[config.mk]
export PLATFORM = sky130hd
export DESIGN_NAME = extension_controller_register_file
export DESIGN_NICKNAME = d
export VERILOG_FILES = /design/src/rtl/ecrf_pkg.sv /design/src/rtl/extension_controller_register_file.sv /design/src/rtl/ecrf_store.sv
export SDC_FILE = /design/constraint.sdc
export NUM_CORES = 2
export LEC_CHECK = 0
export BUFFER_PORTS_ARGS = -buffer_cell sky130_fd_sc_hd__buf_4
export CAP_MARGIN = 0
export CORE_MARGIN = 2
export CORE_UTILIZATION = 55
export DETAILED_ROUTE_END_ITERATION = 7
export HOLD_SLACK_MARGIN = 0.12
export MAX_ROUTING_LAYER = met4
export PLACE_DENSITY_LB_ADDON = 0.15
export SETUP_SLACK_MARGIN = 0.1
export SYNTH_ARGS = -nofsm -noshare
export SYNTH_HDL_FRONTEND = slang
export SYNTH_SLANG_ARGS = --single-unit
[constraint.sdc]
create_clock -name aclk -period 19.52 [get_ports aclk]
set_clock_uncertainty 0.2 [all_clocks]
set_input_delay 3.904 -clock aclk [delete_from_list [all_inputs] [get_ports aclk]]
set_output_delay 3.904 -clock aclk [all_outputs]
set_load 0.05 [all_outputs]
[src/rtl/ecrf_pkg.sv]
package ecrf_pkg;

    localparam int STORE_DEPTH = 256;
    localparam int ADDR_W      = $clog2(STORE_DEPTH);
    localparam int REPORT_LEN  = 6;
    localparam int REP_IDX_W   = $clog2(REPORT_LEN);

    typedef logic [ADDR_W-1:0] addr_t;
    typedef logic [7:0]        byte_t;

    // Input item function codes
    typedef enum logic [2:0] {
        FUNC_BUS_BYTE   = 3'd0,
        FUNC_READ_REQ   = 3'd1,
        FUNC_TXN_END    = 3'd2,
        FUNC_REPORT     = 3'd3,
        FUNC_REINIT     = 3'd4
    } func_t;

    // Emulation mode codes; the remaining code seeds like classic
    localparam logic [1:0] MODE_CLASSIC = 2'd0;
    localparam logic [1:0] MODE_PRO     = 2'd1;
    localparam logic [1:0] MODE_NUNCHUK = 2'd2;

    typedef enum logic [1:0] {
        ST_SEED,
        ST_IDLE,
        ST_READ,
        ST_REPORT
    } state_t;

    typedef struct packed {
        logic  en;
        addr_t addr;
        byte_t data;
    } mem_wr_t;

    // Fixed store locations
    localparam addr_t CAL_BASE_A = 8'h20;
    localparam addr_t CAL_BASE_B = 8'h30;
    localparam addr_t ID_BASE    = 8'hFA;

    // Calibration checksum: two 0x55 seeds plus the first 14 calibration bytes
    localparam logic [15:0] CAL_SUM = 16'h0055 + 16'h0055
        + 16'h003F + 16'h0000 + 16'h0020 + 16'h003F + 16'h0000 + 16'h0020
        + 16'h001F + 16'h0000 + 16'h0010 + 16'h001F + 16'h0000 + 16'h0010;

    function automatic byte_t cal_byte(input logic [3:0] idx);
        byte_t b;
        case (idx)
            4'd0, 4'd3:  b = 8'h3F;
            4'd2, 4'd5:  b = 8'h20;
            4'd6, 4'd9:  b = 8'h1F;
            4'd8, 4'd11: b = 8'h10;
            4'd14:       b = CAL_SUM[15:8];
            4'd15:       b = CAL_SUM[7:0];
            default:     b = 8'h00;
        endcase
        return b;
    endfunction

    // Reset image of one store byte for the given mode
    function automatic byte_t seed_byte(input addr_t addr, input logic [1:0] mode);
        byte_t b;
        case (addr) inside
            8'h00, 8'h01:   b = 8'h20;
            8'h02:          b = 8'h10;
            8'h04, 8'h05:   b = 8'hFF;
            [8'h20:8'h3F]:  b = cal_byte(addr[3:0]);
            8'hFA:          b = (mode == MODE_PRO) ? 8'h01 : 8'h00;
            8'hFC:          b = 8'hA4;
            8'hFD:          b = 8'h20;
            8'hFE:          b = 8'h01;
            8'hFF:          b = (mode == MODE_NUNCHUK) ? 8'h00 : 8'h01;
            default:        b = 8'h00;
        endcase
        return b;
    endfunction

endpackage

[src/rtl/extension_controller_register_file.sv]
// Register file of a controller extension as seen by a serial bus slave: a 256-byte store
// in one synchronous RAM, an 8-bit cursor and an address flag. Bus bytes, transaction end
// and unused function codes are handled in the idle state; a read request moves to a read
// state that waits for a free output register to take the registered RAM byte, which then
// sits there, so the next item is taken while the result waits. A report update writes the
// six packed report bytes through the single RAM write port, one per cycle. Reinitialize
// runs the seeding pass, which writes the reset image into every entry, one entry per cycle.
// The same pass runs after reset, and s_ready stays low until it completes; configuration
// writes are taken at any time. The mode in effect is captured when a pass starts.
module extension_controller_register_file
    import ecrf_pkg::*;
(
    input  logic        aclk,
    input  logic        aresetn,

    input  logic        cfg_wr_en,
    input  logic [1:0]  cfg_wr_data,

    input  logic        s_valid,
    output logic        s_ready,
    input  logic [2:0]  s_func,
    input  logic [7:0]  s_bus_byte,
    input  logic [7:0]  s_left_stick_x,
    input  logic [7:0]  s_left_stick_y,
    input  logic [7:0]  s_right_stick_x,
    input  logic [7:0]  s_right_stick_y,
    input  logic [7:0]  s_left_trigger,
    input  logic [7:0]  s_right_trigger,
    input  logic [14:0] s_pressed_buttons,

    output logic        m_valid,
    input  logic        m_ready,
    output logic [7:0]  m_read_byte
);

    state_t     state_reg, state_next;
    logic [1:0] mode_reg;
    logic [1:0] seed_mode_reg, seed_mode_next;
    addr_t      seed_cnt_reg, seed_cnt_next;
    addr_t      cursor_reg, cursor_next;
    logic       taken_reg, taken_next;
    logic       m_valid_reg, m_valid_next;
    byte_t      m_read_byte_reg, m_read_byte_next;
    logic [REP_IDX_W-1:0] rep_cnt_reg, rep_cnt_next;
    byte_t      rep_reg  [REPORT_LEN];
    byte_t      rep_next [REPORT_LEN];

    logic       accept;
    func_t      func;
    logic       out_free;
    mem_wr_t    wr;
    logic       rd_en;
    byte_t      rd_data;

    // Packed report fields
    logic [5:0] lx, ly;
    logic [4:0] rx, ry, lt, rt;
    byte_t      ly_inv, ry_inv;

    assign func     = func_t'(s_func);
    assign accept   = s_valid && s_ready;
    assign out_free = !m_valid_reg || m_ready;

    assign s_ready     = (state_reg == ST_IDLE);
    assign m_valid     = m_valid_reg;
    assign m_read_byte = m_read_byte_reg;

    ecrf_store u_store (
        .aclk    (aclk),
        .wr      (wr),
        .rd_en   (rd_en),
        .rd_addr (cursor_reg),
        .rd_data (rd_data)
    );

    // Report packing: Y axes inverted, sticks and triggers truncated to 6/5/5 bits
    always_comb begin
        ly_inv = ~s_left_stick_y;
        ry_inv = ~s_right_stick_y;
        lx = s_left_stick_x[7:2];
        ly = ly_inv[7:2];
        rx = s_right_stick_x[7:3];
        ry = ry_inv[7:3];
        lt = s_left_trigger[7:3];
        rt = s_right_trigger[7:3];
    end

    // Next state
    always_comb begin
        state_next = state_reg;
        case (state_reg)
            ST_SEED: begin
                if (seed_cnt_reg == addr_t'(STORE_DEPTH - 1)) begin
                    state_next = ST_IDLE;
                end
            end
            ST_IDLE: begin
                if (accept) begin
                    case (func)
                        FUNC_READ_REQ: state_next = ST_READ;
                        FUNC_REPORT:   state_next = ST_REPORT;
                        FUNC_REINIT:   state_next = ST_SEED;
                        default:       state_next = ST_IDLE;
                    endcase
                end
            end
            ST_READ: begin
                // hold until the output register can take the byte
                if (out_free) begin
                    state_next = ST_IDLE;
                end
            end
            ST_REPORT: begin
                if (rep_cnt_reg == REP_IDX_W'(REPORT_LEN - 1)) begin
                    state_next = ST_IDLE;
                end
            end
            default: state_next = ST_IDLE;
        endcase
    end

    // Datapath and RAM control
    always_comb begin
        seed_mode_next   = seed_mode_reg;
        seed_cnt_next    = seed_cnt_reg;
        cursor_next      = cursor_reg;
        taken_next       = taken_reg;
        rep_cnt_next     = rep_cnt_reg;
        rep_next         = rep_reg;
        m_valid_next     = m_valid_reg;
        m_read_byte_next = m_read_byte_reg;
        wr.en            = 1'b0;
        wr.addr          = cursor_reg;
        wr.data          = s_bus_byte;
        rd_en            = 1'b0;

        // drop the result once the transfer completes
        if (m_valid_reg && m_ready) begin
            m_valid_next = 1'b0;
        end

        case (state_reg)
            ST_SEED: begin
                wr.en         = 1'b1;
                wr.addr       = seed_cnt_reg;
                wr.data       = seed_byte(seed_cnt_reg, seed_mode_reg);
                seed_cnt_next = seed_cnt_reg + addr_t'(1);
            end
            ST_IDLE: begin
                if (accept) begin
                    case (func)
                        FUNC_BUS_BYTE: begin
                            if (!taken_reg) begin
                                // first byte after the flag clears sets the cursor
                                cursor_next = s_bus_byte;
                                taken_next  = 1'b1;
                            end else begin
                                wr.en       = 1'b1;
                                cursor_next = cursor_reg + addr_t'(1);
                            end
                        end
                        FUNC_READ_REQ: begin
                            rd_en       = 1'b1;
                            cursor_next = cursor_reg + addr_t'(1);
                        end
                        FUNC_TXN_END: begin
                            taken_next = 1'b0;
                        end
                        FUNC_REPORT: begin
                            rep_next[0]  = {rx[4:3], lx};
                            rep_next[1]  = {rx[2:1], ly};
                            rep_next[2]  = {rx[0], lt[4:3], ry};
                            rep_next[3]  = {lt[2:0], rt};
                            rep_next[4]  = ~{s_pressed_buttons[14:8], 1'b0};
                            rep_next[5]  = ~s_pressed_buttons[7:0];
                            rep_cnt_next = '0;
                        end
                        FUNC_REINIT: begin
                            seed_mode_next = mode_reg;
                            seed_cnt_next  = '0;
                        end
                        default: ;
                    endcase
                end
            end
            ST_READ: begin
                if (out_free) begin
                    m_valid_next     = 1'b1;
                    m_read_byte_next = rd_data;
                end
            end
            ST_REPORT: begin
                // write the head byte and advance the shift line
                wr.en   = 1'b1;
                wr.addr = addr_t'(rep_cnt_reg);
                wr.data = rep_reg[0];
                for (int i = 0; i < REPORT_LEN - 1; i++) begin
                    rep_next[i] = rep_reg[i+1];
                end
                rep_cnt_next = rep_cnt_reg + REP_IDX_W'(1);
            end
            default: ;
        endcase
    end

    always_ff @(posedge aclk) begin
        if (!aresetn) begin
            state_reg     <= ST_SEED;
            mode_reg      <= MODE_CLASSIC;
            seed_mode_reg <= MODE_CLASSIC;
            seed_cnt_reg  <= '0;
            cursor_reg    <= '0;
            taken_reg     <= 1'b0;
            rep_cnt_reg   <= '0;
            m_valid_reg   <= 1'b0;
        end else begin
            state_reg     <= state_next;
            seed_mode_reg <= seed_mode_next;
            seed_cnt_reg  <= seed_cnt_next;
            cursor_reg    <= cursor_next;
            taken_reg     <= taken_next;
            rep_cnt_reg   <= rep_cnt_next;
            m_valid_reg   <= m_valid_next;
            if (cfg_wr_en) begin
                mode_reg <= cfg_wr_data;
            end
        end
    end

    // Payload registers
    always_ff @(posedge aclk) begin
        m_read_byte_reg <= m_read_byte_next;
        rep_reg         <= rep_next;
    end

`ifndef ASSERT_OFF
    a_read_enters_read_state: assert property (@(posedge aclk) disable iff (!aresetn)
        (accept && func == FUNC_READ_REQ) |=> state_reg == ST_READ)
        else $error("read request did not enter the read state");

    a_result_from_read: assert property (@(posedge aclk) disable iff (!aresetn)
        $rose(m_valid_reg) |-> $past(state_reg == ST_READ))
        else $error("result raised outside a read");

    a_no_write_in_read: assert property (@(posedge aclk) disable iff (!aresetn)
        state_reg == ST_READ |-> !wr.en && !rd_en)
        else $error("RAM access while a read is pending");

    a_seed_ends: assert property (@(posedge aclk) disable iff (!aresetn)
        (state_reg == ST_SEED && seed_cnt_reg == addr_t'(STORE_DEPTH - 1))
        |=> state_reg == ST_IDLE && seed_cnt_reg == '0)
        else $error("seeding pass did not end after the last entry");

    a_report_len: assert property (@(posedge aclk) disable iff (!aresetn)
        state_reg == ST_REPORT |-> rep_cnt_reg < REP_IDX_W'(REPORT_LEN))
        else $error("report write past byte 5");
`endif

endmodule

[src/rtl/ecrf_store.sv]
module ecrf_store
    import ecrf_pkg::*;
(
    input  logic    aclk,
    input  mem_wr_t wr,
    input  logic    rd_en,
    input  addr_t   rd_addr,
    output byte_t   rd_data
);

    byte_t mem [STORE_DEPTH];
    byte_t rd_data_reg;

    always_ff @(posedge aclk) begin
        if (wr.en) begin
            mem[wr.addr] <= wr.data;
        end
        if (rd_en) begin
            rd_data_reg <= mem[rd_addr];
        end
    end

    assign rd_data = rd_data_reg;

endmodule
==> results.sh <==
export IMPL_rsz0062_at_grt="false"
export IMPL_cp_end_kind="flop"
export IMPL_viasPerCell=6.65
export IMPL_cts_tree="yes"
export IMPL_drive_above_1_share_pct=21.8
export IMPL_power_leakage_nw=27.4
export IMPL_maxSlewViolCount=0
export IMPL_worstSkewPairLatency_ps=840
export IMPL_synth_compound_area_share_pct=4.09
export IMPL_worstMarginPinSlew_ps=1410
export IMPL_pre_cts_ws_ps=11740
export IMPL_finalCriticalPeriod_ps=7120
export IMPL_numCtsBuffers=209
export IMPL_slew_headroom_pct=3.39
export IMPL_synth_nets=4342
export IMPL_wire_per_inst_um=34.1
export IMPL_switching_share_pct=20.1
export IMPL_synth_simple_gate_area_share_pct=3.26
export IMPL_layout_setup_ws_ps=12400
export IMPL_cpMaxStageDelayCell="nor2_1"
export IMPL_final_cell_mix="edfxtp_1 (2,112), mux4_2 (458), nor2_1 (314)"
export IMPL_synth_top_flop_cell="edfxtp_1"
export IMPL_dr_pass1_iters=5
export IMPL_finalNetCount=4486
export IMPL_gr_total_overflow=0
export IMPL_die_area_um2=157000
export IMPL_syn_cell_area_um2=84400
export IMPL_worst_setup_path_start_kind="input pin"
export IMPL_required_ps=19770
export IMPL_cts_hold_buf=0
export IMPL_critPathMaxFanout=16
export IMPL_switchingPower_mw=1.83
export IMPL_initial_core_util_pct=55.5
export IMPL_path_cells="buf_4, and3b_1, nand3_1, a21oi_1, nand2b_1, nor2_1, nand2_1, nor2_1"
export IMPL_cts_root_buffer="clkbuf_16"
export IMPL_numPortBuffers=74
export IMPL_yosys_warnings=0
export IMPL_antenna_found_initial=17
export IMPL_seq_power_share_pct=55.4
export IMPL_tns_ps=0
export IMPL_p_int_mw=7.29
export IMPL_max_stage_delay_ps=890
export IMPL_cts_clk_slew_worst_paths_ps=60
export IMPL_synth_top_family_by_area="multiplexers"
export IMPL_num_io_pins=91
export IMPL_outcome="finished, final reports clean"
export IMPL_drtAntennaViolNets=0
export IMPL_largest_register_ffs=2048
export IMPL_yosys_top_cells_area="edfxtp_1 (75%), mux4_2 (12%), mux2i_1 (2.2%), nor2_1 (1.4%), nand2_1 (0.90%)"
export IMPL_synth_cell_types=78
export IMPL_synth_edff_count=2112
export IMPL_synthMuxAreaShare_pct=14.5
export IMPL_synth_top_area_share_pct=75.2
export IMPL_p_comb_share_pct=1.5
export IMPL_crit_type="in -> reg"
export IMPL_gp_congestion=0.908
export IMPL_yosysTopAreaCell="edfxtp_1"
export IMPL_synthXorXnorAreaFrac_pct=0.0623
export IMPL_worst_endpoint_arrival_ps=7370
export IMPL_hold_path_class="reg -> reg"
export IMPL_setup_viol=0
export IMPL_track_usage_pct=29.8
export IMPL_grt_max_degree=115
export IMPL_crit_family="simple AND/OR/NAND/NOR gates"
export IMPL_clock_path_buffers=3
export IMPL_p_per_area_nw_per_um2=97.4
export IMPL_synth_fa_ha_area_share_pct=0.237
export IMPL_dpl_hpwl_um=133000
export IMPL_hold_violations=0
export IMPL_finalNonFillerCells=6602
export IMPL_clock_sinks=2145
export IMPL_synth_cells=4245
export IMPL_path_buf_inv=1
export IMPL_area_growth_synth_to_final_pct=11.0
export IMPL_power_mw=9.12
export IMPL_ys_seq_elements=2145
export IMPL_cap_violations=0
export IMPL_die_width_um=396
export IMPL_die_y_um=396
export IMPL_first_global_vias=42500
export IMPL_cts_resized=0
export IMPL_htreeDepth=4
export IMPL_drc=0
export IMPL_seq_area_frac_synth_pct=76.0
export IMPL_coreArea_um2=152000
export IMPL_num_rows=143
export IMPL_final_common_cell="edfxtp_1"
export IMPL_period_share_pct=36.5
export IMPL_num_vias=43900
export IMPL_crit_top_cell="nor2_1"
export IMPL_place_inst=6208
export IMPL_drt_iter0_drc=6710
export IMPL_power_share_clock_pct=43.1
export IMPL_wl_um=225000
export IMPL_async_reset_ff_share_pct=0
export IMPL_post_cts_buffers=0
export IMPL_avgSynthCellArea_um2=19.9
export IMPL_max_clock_freq_mhz=140
export IMPL_grt_pass1_wl_um=318000
export IMPL_vdd_drop_max_mv=0.0758
## layout make-up
class | instances | area, µm²
flip-flops and latches | 2145 | 64100
fillers | 10700 | 58400
multi-input cells | 1818 | 18800
clock buffers | 246 | 5430
well taps | 2030 | 2540
repair buffers | 186 | 1450
clock inverters | 142 | 1200
inverters | 29 | 113
diodes | 6 | 15.0
## cell usage after synthesis, types with 29 or more instances
cell type / count
o21ai_0: 76
a21oi_1: 91
clkbuf_1: 118
o221ai_1: 32
mux2i_1: 183
edfxtp_1: 2112
mux4_2: 458
a221oi_1: 41
nand2_1: 202
buf_2: 60
nand3_1: 29
dfxtp_1: 33
a22oi_1: 63
nor2_1: 320
## kinds of logic after synthesis
group	count (synthesis)
AND/OR/NAND/NOR	654
XOR/XNOR	6
adder cells (fa/ha/maj)	16
AO/OA/AOI/OAI	495
flip-flops	2145
buffers and inverters	282
multiplexers	647
## layer usage
layer  global-route usage (%)  part of all wire (%)
met1                     42.0                    39
met2                     43.5                    46
met3                     6.72                    11
met4                     10.1                   3.6
met5                        -                     0
## worst paths after layout
path	startpoint	end	slack (ps)	depth (start not counted)
max	s_func[0]	u_store.mem[27][2]$_DFFE_PP_	12400	8
min	u_store.rd_data[2]$_DFFE_PP_	m_read_byte[2]$_DFFE_PP_	220	0
max reg2reg	cursor_reg[0]$_SDFFE_PN0P_	u_store.rd_data[7]$_DFFE_PP_	12980	10
min reg2reg	u_store.rd_data[2]$_DFFE_PP_	m_read_byte[2]$_DFFE_PP_	220	0
## power by group through the flow
| stage | sequential, mW | combinational (mW) | clock [mW] |
|---|---|---|---|
| 6_report | 5.06 | 0.139 | 3.93 |
| 5_1_grt | 5.05 | 0.147 | 4.15 |
| 3_3_place_gp | 5.15 | 0.133 | 0 |
| 3_5_place_dp | 5.15 | 0.137 | 0 |
| 2_1_floorplan | 5.19 | 0.0567 | 0 |
| 4_1_cts | 5.06 | 0.137 | 3.97 |
## metrics by stage
step                      utilization, %  cell area [µm²]  hold WS (ps)
after floorplan                        -            84400           200
after global placement              57.2            87000           205
after detailed placement            57.2            87000           205
after CTS                           61.6            93700           219
after global routing                61.6            93700           237
final                               61.6            93700           217
## worst reg2reg max path, cell delays in order, from the launching register on
cell and delay, ps:
dfxtp_4 660, buf_4 680, buf_4 560, buf_4 730, buf_4 740, mux4_2 620
mux2_2 320, nand2_1 80, a221oi_1 160, o41ai_1 1010, o32ai_1 410
Note: power is estimated with default switching activity, not from simulation.
